### src/design/lni_pkg.sv
package lni_pkg;

   // Register indexes on the configuration port.
   localparam logic [2:0] REG_NOISE_ENABLE  = 3'd0;
   localparam logic [2:0] REG_NOISE_BITS    = 3'd1;
   localparam logic [2:0] REG_JITTER_ENABLE = 3'd2;
   localparam logic [2:0] REG_JITTER_US     = 3'd3;
   localparam logic [2:0] REG_RESOLUTION_MS = 3'd4;
   localparam logic [2:0] REG_SEED          = 3'd5;

   // Request kinds carried on tuser.
   localparam logic MODE_PIXEL = 1'b0;
   localparam logic MODE_TIME  = 1'b1;

   localparam int CSR_INDEX_W = 3;
   localparam int CSR_DATA_W  = 32;

   localparam int PIXEL_W = 8;
   localparam int TIME_W  = 40;
   localparam int WORK_W  = TIME_W + 1;
   localparam int DATA_W  = 48;

   localparam int NBITS_W  = 4;
   localparam int JITTER_W = 14;
   localparam int RES_W    = 10;
   localparam int RAND_W   = 15;

   localparam logic [31:0] LCG_MUL = 32'd1103515245;
   localparam logic [31:0] LCG_ADD = 32'd12345;

   // Remainder unit: 41-bit dividend, divisor up to 1023 * 1000.
   localparam int DVD_W = WORK_W;
   localparam int DVS_W = 20;
   localparam int CNT_W = $clog2(DVD_W + 1);
   localparam logic [DVS_W-1:0] US_PER_MS = DVS_W'(1000);

   typedef struct packed {
      logic             start;
      logic [DVD_W-1:0] dividend;
      logic [DVS_W-1:0] divisor;
   } div_req_type;

   typedef struct packed {
      logic             done;
      logic [DVS_W-1:0] remainder;
   } div_rsp_type;

   typedef struct packed {
      logic        load;
      logic        advance;
      logic [31:0] seed;
   } lcg_ctl_type;

endpackage

### src/design/lni_lcg.sv
module lni_lcg
   import lni_pkg::*;
(
   input  logic              clock,
   input  logic              reset,
   input  lcg_ctl_type       ctl,
   output logic [RAND_W-1:0] rand_out
);

   logic [31:0] state_ff;
   logic [31:0] state_in;

   always_comb begin
      priority if (ctl.load) begin
         state_in = ctl.seed;
      end else if (ctl.advance) begin
         state_in = state_ff * LCG_MUL + LCG_ADD;
      end else begin
         state_in = state_ff;
      end
   end

   always_ff @(posedge clock) begin
      if (reset) begin
         state_ff <= '0;
      end else begin
         state_ff <= state_in;
      end
   end

   assign rand_out = state_ff[30:16];

endmodule

### src/design/lni_divider.sv
module lni_divider
   import lni_pkg::*;
(
   input  logic        clock,
   input  logic        reset,
   input  div_req_type req,
   output div_rsp_type rsp
);

   logic             busy_ff, busy_in;
   logic             done_ff, done_in;
   logic [CNT_W-1:0] cnt_ff, cnt_in;
   logic [DVD_W-1:0] dvd_ff, dvd_in;
   logic [DVS_W-1:0] dvs_ff, dvs_in;
   logic [DVS_W-1:0] rem_ff, rem_in;
   logic [DVS_W:0]   cand;

   // One dividend bit per cycle, most significant first; only the
   // remainder is kept.
   always_comb begin
      busy_in = busy_ff;
      done_in = 1'b0;
      cnt_in  = cnt_ff;
      dvd_in  = dvd_ff;
      dvs_in  = dvs_ff;
      rem_in  = rem_ff;
      cand    = {rem_ff, dvd_ff[DVD_W-1]};
      if (req.start) begin
         busy_in = 1'b1;
         cnt_in  = CNT_W'(DVD_W);
         dvd_in  = req.dividend;
         dvs_in  = req.divisor;
         rem_in  = '0;
      end else if (busy_ff) begin
         if (cand >= {1'b0, dvs_ff}) begin
            rem_in = DVS_W'(cand - {1'b0, dvs_ff});
         end else begin
            rem_in = cand[DVS_W-1:0];
         end
         dvd_in = {dvd_ff[DVD_W-2:0], 1'b0};
         cnt_in = cnt_ff - CNT_W'(1);
         if (cnt_ff == CNT_W'(1)) begin
            busy_in = 1'b0;
            done_in = 1'b1;
         end
      end
   end

   always_ff @(posedge clock) begin
      if (reset) begin
         busy_ff <= 1'b0;
         done_ff <= 1'b0;
         cnt_ff  <= '0;
      end else begin
         busy_ff <= busy_in;
         done_ff <= done_in;
         cnt_ff  <= cnt_in;
      end
      dvd_ff <= dvd_in;
      dvs_ff <= dvs_in;
      rem_ff <= rem_in;
   end

   assign rsp.done      = done_ff;
   assign rsp.remainder = rem_ff;

endmodule

### src/design/lcg_noise_injector.sv
// Dither and jitter injector driven by one 32-bit linear congruential generator.
// A pixel request (tuser 0) is accepted and, when noise is enabled, noised and
// clamped; it passes through the pixel state and the output state before its
// response is registered. A time request (tuser 1) with jitter off goes from
// acceptance straight to the output state; with jitter on it makes one pass
// through the bit-serial remainder unit for the jitter modulus and, when the
// resolution is nonzero, a second pass for quantization. Each pass steps through
// the 41-bit dividend bit by bit and then signals done. The block takes one
// request at a time; it accepts the next one while the previous response still
// waits in the output register, and a stalled response holds the block once the
// next one is done.
// Writing the seed register reloads the generator.
module lcg_noise_injector
   import lni_pkg::*;
(
   input  logic                   clock,
   input  logic                   reset,
   input  logic                   req_tvalid,
   output logic                   req_tready,
   input  logic [DATA_W-1:0]      req_tdata,   // pixel_in[7:0], time_in_us[47:8]
   input  logic                   req_tuser,   // mode
   input  logic                   req_tlast,
   output logic                   rsp_tvalid,
   input  logic                   rsp_tready,
   output logic [DATA_W-1:0]      rsp_tdata,   // pixel_out[7:0], time_out_us[47:8]
   output logic                   rsp_tlast,
   input  logic                   csr_we,
   input  logic [CSR_INDEX_W-1:0] csr_index,
   input  logic [CSR_DATA_W-1:0]  csr_wdata
);

   localparam logic [2:0] ST_IDLE   = 3'd0;
   localparam logic [2:0] ST_PIX    = 3'd1;
   localparam logic [2:0] ST_JSTART = 3'd2;
   localparam logic [2:0] ST_JWAIT  = 3'd3;
   localparam logic [2:0] ST_QSTART = 3'd4;
   localparam logic [2:0] ST_QWAIT  = 3'd5;
   localparam logic [2:0] ST_OUT    = 3'd6;

   logic [2:0]          seq_ff, seq_in;
   logic                mode_ff, mode_in;
   logic [PIXEL_W-1:0]  pix_ff, pix_in;
   logic [WORK_W-1:0]   time_ff, time_in;
   logic                last_ff, last_in;

   logic                rsp_valid_ff, rsp_valid_in;
   logic [PIXEL_W-1:0]  rsp_pix_ff, rsp_pix_in;
   logic [TIME_W-1:0]   rsp_time_ff, rsp_time_in;
   logic                rsp_last_ff, rsp_last_in;

   logic                noise_en_ff;
   logic [NBITS_W-1:0]  noise_bits_ff;
   logic                jitter_en_ff;
   logic [JITTER_W-1:0] jitter_us_ff;
   logic [RES_W-1:0]    res_ms_ff;

   logic                accept;
   logic [RAND_W-1:0]   rand_val;
   lcg_ctl_type         lcg_ctl;
   div_req_type         div_req;
   div_rsp_type         div_rsp;

   logic [15:0]         mask_wide;
   logic [RAND_W-1:0]   mask;
   logic signed [16:0]  noise;
   logic signed [17:0]  pix_sum;
   logic [PIXEL_W-1:0]  pix_noised;
   logic signed [16:0]  jitter;
   logic [WORK_W-1:0]   time_abs;
   logic [WORK_W-1:0]   rem_ext;
   logic [TIME_W-1:0]   time_sat;

   assign accept = req_tvalid && req_tready;
   assign req_tready = (seq_ff == ST_IDLE) && !reset;

   // Configuration registers.
   always_ff @(posedge clock) begin
      if (reset) begin
         noise_en_ff   <= 1'b1;
         noise_bits_ff <= NBITS_W'(2);
         jitter_en_ff  <= 1'b1;
         jitter_us_ff  <= JITTER_W'(100);
         res_ms_ff     <= RES_W'(1);
      end else if (csr_we) begin
         unique case (csr_index)
            REG_NOISE_ENABLE:  noise_en_ff   <= csr_wdata[0];
            REG_NOISE_BITS:    noise_bits_ff <= csr_wdata[NBITS_W-1:0];
            REG_JITTER_ENABLE: jitter_en_ff  <= csr_wdata[0];
            REG_JITTER_US:     jitter_us_ff  <= csr_wdata[JITTER_W-1:0];
            REG_RESOLUTION_MS: res_ms_ff     <= csr_wdata[RES_W-1:0];
            default: begin
            end
         endcase
      end
   end

   assign lcg_ctl.load    = csr_we && (csr_index == REG_SEED);
   assign lcg_ctl.seed    = csr_wdata;
   assign lcg_ctl.advance = accept &&
                            (((req_tuser == MODE_PIXEL) && noise_en_ff) ||
                             ((req_tuser == MODE_TIME) && jitter_en_ff));

   lni_lcg u_lcg (
      .clock    (clock),
      .reset    (reset),
      .ctl      (lcg_ctl),
      .rand_out (rand_val)
   );

   lni_divider u_div (
      .clock (clock),
      .reset (reset),
      .req   (div_req),
      .rsp   (div_rsp)
   );

   // Pixel noise: (r & mask) - (mask >> 1), then clamp to a byte.
   always_comb begin
      mask_wide = (16'd1 << noise_bits_ff) - 16'd1;
      mask      = mask_wide[RAND_W-1:0];
      noise     = $signed({2'b00, rand_val & mask}) - $signed({3'b000, mask[RAND_W-1:1]});
      pix_sum   = $signed({10'd0, pix_ff}) + $signed({noise[16], noise});
      if (pix_sum < 0) begin
         pix_noised = '0;
      end else if (pix_sum > 18'sd255) begin
         pix_noised = 8'd255;
      end else begin
         pix_noised = pix_sum[PIXEL_W-1:0];
      end
   end

   assign jitter   = $signed({2'b00, div_rsp.remainder[RAND_W-1:0]})
                     - $signed({3'b000, jitter_us_ff});
   assign time_abs = time_ff[WORK_W-1] ? (~time_ff + WORK_W'(1)) : time_ff;
   assign rem_ext  = WORK_W'(div_rsp.remainder);

   always_comb begin
      if (time_ff[WORK_W-1] != time_ff[WORK_W-2]) begin
         time_sat = time_ff[WORK_W-1] ? {1'b1, {(TIME_W-1){1'b0}}}
                                      : {1'b0, {(TIME_W-1){1'b1}}};
      end else begin
         time_sat = time_ff[TIME_W-1:0];
      end
   end

   always_comb begin
      seq_in       = seq_ff;
      mode_in      = mode_ff;
      pix_in       = pix_ff;
      time_in      = time_ff;
      last_in      = last_ff;
      rsp_valid_in = rsp_valid_ff && !rsp_tready;
      rsp_pix_in   = rsp_pix_ff;
      rsp_time_in  = rsp_time_ff;
      rsp_last_in  = rsp_last_ff;
      div_req.start    = 1'b0;
      div_req.dividend = time_abs;
      div_req.divisor  = DVS_W'(res_ms_ff) * US_PER_MS;

      unique case (seq_ff)
         ST_IDLE: begin
            if (accept) begin
               mode_in = req_tuser;
               pix_in  = req_tdata[PIXEL_W-1:0];
               time_in = {req_tdata[DATA_W-1], req_tdata[DATA_W-1:PIXEL_W]};
               last_in = req_tlast;
               if (req_tuser == MODE_PIXEL) begin
                  seq_in = ST_PIX;
               end else if (jitter_en_ff) begin
                  seq_in = ST_JSTART;
               end else begin
                  seq_in = ST_OUT;
               end
            end
         end
         ST_PIX: begin
            if (noise_en_ff) begin
               pix_in = pix_noised;
            end
            seq_in = ST_OUT;
         end
         ST_JSTART: begin
            div_req.start    = 1'b1;
            div_req.dividend = DVD_W'(rand_val);
            div_req.divisor  = DVS_W'({jitter_us_ff, 1'b1});
            seq_in = ST_JWAIT;
         end
         ST_JWAIT: begin
            if (div_rsp.done) begin
               time_in = time_ff + WORK_W'(jitter);
               seq_in  = (res_ms_ff != '0) ? ST_QSTART : ST_OUT;
            end
         end
         ST_QSTART: begin
            div_req.start = 1'b1;
            seq_in = ST_QWAIT;
         end
         ST_QWAIT: begin
            // Truncation toward zero: the remainder is of the magnitude, so it is
            // subtracted from a positive value and added to a negative one.
            if (div_rsp.done) begin
               time_in = time_ff[WORK_W-1] ? (time_ff + rem_ext) : (time_ff - rem_ext);
               seq_in  = ST_OUT;
            end
         end
         ST_OUT: begin
            if (!rsp_valid_ff || rsp_tready) begin
               rsp_valid_in = 1'b1;
               rsp_pix_in   = (mode_ff == MODE_TIME) ? '0 : pix_ff;
               rsp_time_in  = (mode_ff == MODE_TIME) ? time_sat : '0;
               rsp_last_in  = last_ff;
               seq_in       = ST_IDLE;
            end
         end
         default: begin
            seq_in = ST_IDLE;
         end
      endcase
   end

   always_ff @(posedge clock) begin
      if (reset) begin
         seq_ff       <= ST_IDLE;
         rsp_valid_ff <= 1'b0;
      end else begin
         seq_ff       <= seq_in;
         rsp_valid_ff <= rsp_valid_in;
      end
      mode_ff     <= mode_in;
      pix_ff      <= pix_in;
      time_ff     <= time_in;
      last_ff     <= last_in;
      rsp_pix_ff  <= rsp_pix_in;
      rsp_time_ff <= rsp_time_in;
      rsp_last_ff <= rsp_last_in;
   end

   assign rsp_tvalid = rsp_valid_ff;
   assign rsp_tdata  = {rsp_time_ff, rsp_pix_ff};
   assign rsp_tlast  = rsp_last_ff;

endmodule

### config.mk
export PLATFORM = sky130hd
export DESIGN_NAME = lcg_noise_injector
export DESIGN_NICKNAME = d
export VERILOG_FILES = /design/src/design/lni_pkg.sv /design/src/design/lni_lcg.sv /design/src/design/lni_divider.sv /design/src/design/lcg_noise_injector.sv
export SDC_FILE = /design/constraint.sdc
export NUM_CORES = 1
export LEC_CHECK = 0
export ABC_AREA = 1
export BUFFER_PORTS_ARGS = -buffer_cell sky130_fd_sc_hd__buf_4
export CORE_MARGIN = 2
export CORE_UTILIZATION = 35
export CTS_BUF_LIST = sky130_fd_sc_hd__clkbuf_4 sky130_fd_sc_hd__clkbuf_8
export DETAILED_ROUTE_END_ITERATION = 8
export PLACE_DENSITY = 0.56
export SETUP_SLACK_MARGIN = 0.05
export SLEW_MARGIN = 15
export SYNTH_ARGS = -nofsm -noshare
export SYNTH_HDL_FRONTEND = slang
export SYNTH_SLANG_ARGS = --single-unit
export TNS_END_PERCENT = 100
### constraint.sdc
create_clock -name clock -period 7.2 [get_ports clock]
set_clock_uncertainty 0.1 [all_clocks]
set_input_delay 1.08 -clock clock [delete_from_list [all_inputs] [get_ports clock]]
set_output_delay 1.08 -clock clock [all_outputs]
set_load 0.005 [all_outputs]
== Word level (Yosys, flattened, before mapping) ==
Index checks and enable logic that the tools add are counted.

* Input port bits: 90
* Output and inout port bits: 51
* Register bits after elaboration: 255

* Reductions and logical operators: 32
* Shift operators: 1
* Mux-type cells: 36
* Multiply operators: 2
* Equal/unequal tests: 18
* Add/sub/neg operators: 11
* Bitwise operators: 4
* Order comparisons: 3

{| class="wikitable"
|+ Operators with widths
! cell !! number
|-
| $mux W41 || 7
|-
| $pmux W41 S3 || 1
|-
| $mux W40 || 2
|-
| $mux W32 || 2
|-
| $mux W61 || 1
|-
| $add A41 B1 Y41 const B || 1
|-
| $add A41 B20 Y41 || 1
|-
| $add A41 B41 Y41 || 1
|-
| $not A41 Y41 || 1
|-
| $sub A41 B20 Y41 || 1
|-
| $add A32 B14 Y32 const B || 1
|-
| $mul A32 B31 Y32 const B || 1
|-
| $mux W8 || 4
|-
| $sub A15 B14 Y16 || 2
|-
| $ge A21 B20 Y1 || 1
|-
| $pmux W3 S7 || 1
|-
| $mux W20 || 1
|-
| $sub A20 B20 Y20 || 1
|-
| $mux W3 || 6
|-
| $add A9 B16 Y17 || 1
|-
| $gt A17 B9 Y1 const B || 1
|-
| $lt A17 B1 Y1 const B || 1
|-
| $mul A10 B7 Y17 const B || 1
|-
| $pmux W8 S2 || 1
|-
| other kinds (27) || 66
|}

== Logic depth before layout (Yosys ltp) ==
* Depth after elaboration: 10
* Gate-level depth with buffers: 34

== Cells and area by module ==
A second synthesis with hierarchy kept.

* Cell total of the unflattened synthesis: 4,074
* Area total of the unflattened synthesis: 30,346.6 um^2

{| class="wikitable"
|+ Modules (own cells, without submodules)
! module !! area each (um^2) !! cells an instance !! times used !! seq. area each (um^2)
|-
| lcg_noise_injector || 14,333.7 || 2,050 || 1 || 3,683.5
|-
| lni_lcg || 10,835.4 || 1,360 || 1 || 620.6
|-
| lni_divider || 5,177.5 || 664 || 1 || 2,392.3
|}

== Worst setup path before layout ==
Ideal clock, no wire load.

* Kind: reg2reg
* From: reg u_lcg.state_ff[6]
* To: reg u_lcg.state_ff[27]
* Required time: 6,968 ps
* Stages on the path, launching flop included: 26
* Buffers on the path: 0
* Library setup time: 132 ps
* Data arrival time: 5,691 ps
* Setup slack: 1,277 ps
* Period minus slack after synthesis: 5,923 ps
* Path through: dfxtp_1 > ha_1 > inv_1 > fa_1 > inv_1 > fa_1 > fa_1 > fa_1 > inv_1 > fa_1 > fa_1 > inv_1 > fa_1 > ha_1 > a21oi_1 > o21ai_0 > a21oi_1 > nand3_1 > nand3_1 > nand2_1 > nand2_1 > nand2_1 > a21oi_1 > o21ai_0 > nand2_1 > a21oi_1

* Longest elaborated chain between the ends: 4

{| class="wikitable"
|+ Ends and longest elaborated chain
! item !! RTL line !! source
|-
| from (decl) || lni_lcg.sv:10 || <nowiki>logic [31:0] state_ff;</nowiki>
|-
| from (signal assigned) || lni_lcg.sv:27 || <nowiki>state_ff <= state_in;</nowiki>
|-
| $mul A32 B31 Y32 || lni_lcg.sv:17 || <nowiki>state_in = state_ff * LCG_MUL + LCG_ADD;</nowiki>
|-
| $add A32 B14 Y32 || lni_lcg.sv:17 ||
|-
| $mux W32 || lni_lcg.sv:16 || <nowiki>end else if (ctl.advance) begin</nowiki>
|-
| $mux W32 || lni_lcg.sv:14 || <nowiki>priority if (ctl.load) begin</nowiki>
|}

Every way passes these cells. The select of a mux whose other input is x is not followed.
A chain may end at the register's enable or synchronous reset.

== Final worst setup path ==
Same ends and word-level chain as after synthesis.

==> metrics.md <==
| Metric | Value |
|---|---|
| Status | finished, final reports clean |
| Worst skew pair latency | 0.66 ns |
| Core ar. | 0.0807 mm2 |
| Synth Register Bits | 254 |
| Dpl cells | 4835 |
| Pre-CTS setup slack | 0.569 ns |
| Final Critical Period | 6.65 ns |
| Worst EP arrival | 7.06 ns |
| Die area | 0.0838 mm2 |
| Gp weighted congestion | 0.969 |
| Critical Path Source Type | flip-flop |
| Final Hold Viols | 0 |
| Slew HR | 33.3% |
| Critical Path Most Common Cell | fa_1 |
| RSZ-0062 raised after global routing | no |
| CP Max Fanout | 6 |
| Maximum number of pins on one net before global-route repair | 54 |
| Asr flop ratio synth | 0% |
| Commonest non-fill, non-tap cell in the layout | inv_1 |
| Chip width | 290 um |
| Post-CTS setup buffers | 0 |
| Final Setup Violations | 0 |
| Post-route ant nets | 0 |
| Sequential share of the synthesized area | 23.5% |
| Worst EP required | 7.61 ns |
| Total Routing Usage GR | 21.1% |
| Clk root buf | clkbuf_8 |
| Vias in the first global route | 24500 |
| Least-Margin Pin Slew | 0.999 ns |
| # H-tree levels | 2 |
| Avg WL per Cell | 17.8 um |
| Via-per-instance ratio | 4.96 |
| Period utilisation layout | 92.3% |
| Hpwl dp | 72300 um |
| Share of post-route cells with drive strength above 1 | 9.07% |
| Setup TNS | 0 ns |
| Clock Tree Buf Depth | 3 |
| Routed vias | 24500 |
| CP peak stage delay | 0.54 ns |
| CP Class | flip-flop to flip-flop |
| Resize count post-CTS | 0 |
| Most frequent cells in the layout | 726 x inv_1, 708 x nand2_1, 339 x ha_1 |
| Num CTS Buffers | 52 |
| GR met3 Demand/Resource | 3.17% |
| Die Height | 290 um |
| Final cell count without fillers | 4933 |
| Clk slew on worst S/H paths | 0.07 ns |
| Fillers | 8496 |
| M1 GR Usage | 28.3% |
| Syn_nets | 4325 |
| Library cells used by synthesis | 57 |
| Antenna violations before repair | 1 |
| CTS tree | built |
| Nets | 4476 |
| WL final | 87800 um |
| Area grow syn2layout | 12.1% |
| EDFF count, synth | 161 |
| Starting density of the core | 35.4% |
| Grt peak-use layer | met2 |
| Top_reg_cell synth | edfxtp_1 |
| CTS Hold Buffers Added | 0 |
| Max Slew Vio Count | 0 |
| Detailed Route Iter0 Violations | 1820 |
| FF+latch area | 0.00670 mm2 |
| Gate Count Post-Synth | 3678 |
| # rows | 104 |
| Io pins | 141 |
| DRC errors left | 0 |
| CP endpoint kind | flip-flop |
| CP max-delay cell | fa_1 |
| Area of the multi-input gates | 0.0188 mm2 |
| Fmax | 150 MHz |
| Clk sinks | 254 |
| Avg Cell Area, Syn | 7.76 um2 |
| Gr ovfl total | 0 |
| Iteration count of the initial detailed-routing pass | 6 |
| HP Class | flip-flop to flip-flop |
| Syn Std Cell Area | 0.0285 mm2 |
| M2 GR Usage | 35.4% |
| Synth warnings | 0 |
| Global-route wire length before repair | 136000 um |
| Min setup slack post-route | 0.551 ns |
| Max-capacitance violation count | 0 |
| PortBufs | 139 |
==> logic make-up after synthesis <==
kind of cell	share of synthesized area (%)
buf+inv	10.8
mux	0.0395
compound gates	13.0
fa+ha+maj	30.2
flops	23.5
simple gates	19.0
xor+xnor	3.62
==> worst max-delay path: cells and delay by family, from the launching register on <==
| kind | cells | cell delay [ns] |
|---|---|---|
| AOI/OAI and AO/OA | 6 | 0.87 |
| adders and majority gates | 9 | 4.22 |
| buffers and inverters | 4 | 0.33 |
| DFF | 1 | 0.41 |
| and+or+nand+nor | 6 | 0.52 |
==> stage by stage <==
step | area (um2) | utilization, % | hold slack [ns]
2_1_floorplan | 28500 | - | 0.300
3_3_place_gp | 30900 | 38.3 | 0.304
3_5_place_dp | 30900 | 38.3 | 0.309
4_1_cts | 32000 | 39.7 | 0.325
5_1_grt | 32000 | 39.7 | 0.338
6_report | 32000 | 39.7 | 0.323
==> layer usage <==
metal / up-vias / wire [um]
met5: - / 0
met4: 0 / 2050
met3: 103 / 4810
met2: 555 / 40800
met1: 11600 / 40200
li1: 12300 / -
==> final timing paths <==
kind / from / endpoint / slack, ns / depth (start not counted)
setup / recovery: u_lcg.state_ff[6] / u_lcg.state_ff[27] / 0.55 / 25
hold / removal: last_ff / rsp_tlast / 0.32 / 0
setup reg to reg: u_lcg.state_ff[6] / u_lcg.state_ff[27] / 0.55 / 25
hold reg to reg: last_ff / rsp_tlast / 0.32 / 0
==> cells in the mapped netlist, drive strengths merged, types with 52 or more instances <==
library cell    n  share of area (%)
edfxtp        161                 17
inv           739                9.7
xnor2          52                1.6
ha            339                 15
nor2          265                3.6
nor3           53                1.0
xor2           66                2.0
clkbuf         56               0.74
dfxtp          93                6.5
nand2         716                9.5
nand3         159                2.9
fa            218                 15
a21oi         259                4.6
o21ai         235                4.2
==> flip-flops by register name, summed over array words and instances (netlist names) <==
name            cells
jitter_en_ff        1
jitter_us_ff       14
last_ff             1
mode_ff             1
noise_bits_ff       4
noise_en_ff         1
pix_ff              8
res_ms_ff          10
rsp_pix_ff          8
rsp_time_ff        40
rsp_tlast           1
rsp_tvalid          1
seq_ff              3
time_ff            41
u_div.busy_ff       1
u_div.cnt_ff        6
u_div.done_ff       1
u_div.dvd_ff       41
u_div.dvs_ff       20
u_div.rem_ff       20
u_lcg.state_ff     31
==> final cells by class <==
class | instances | area share, %
Multi-Input combinational cell | 2610 | 58.7
Sequential cell | 254 | 20.9
Inverter | 743 | 8.72
Tap cell | 1060 | 4.14
Timing Repair Buffer | 168 | 3.94
Clock buffer | 71 | 2.82
Clock inverter | 26 | 0.719
Antenna cell | 1 | 0.00782
Power is not shown: default switching activity piles up to over one toggle a cycle in this logic, so the estimate is an artifact.
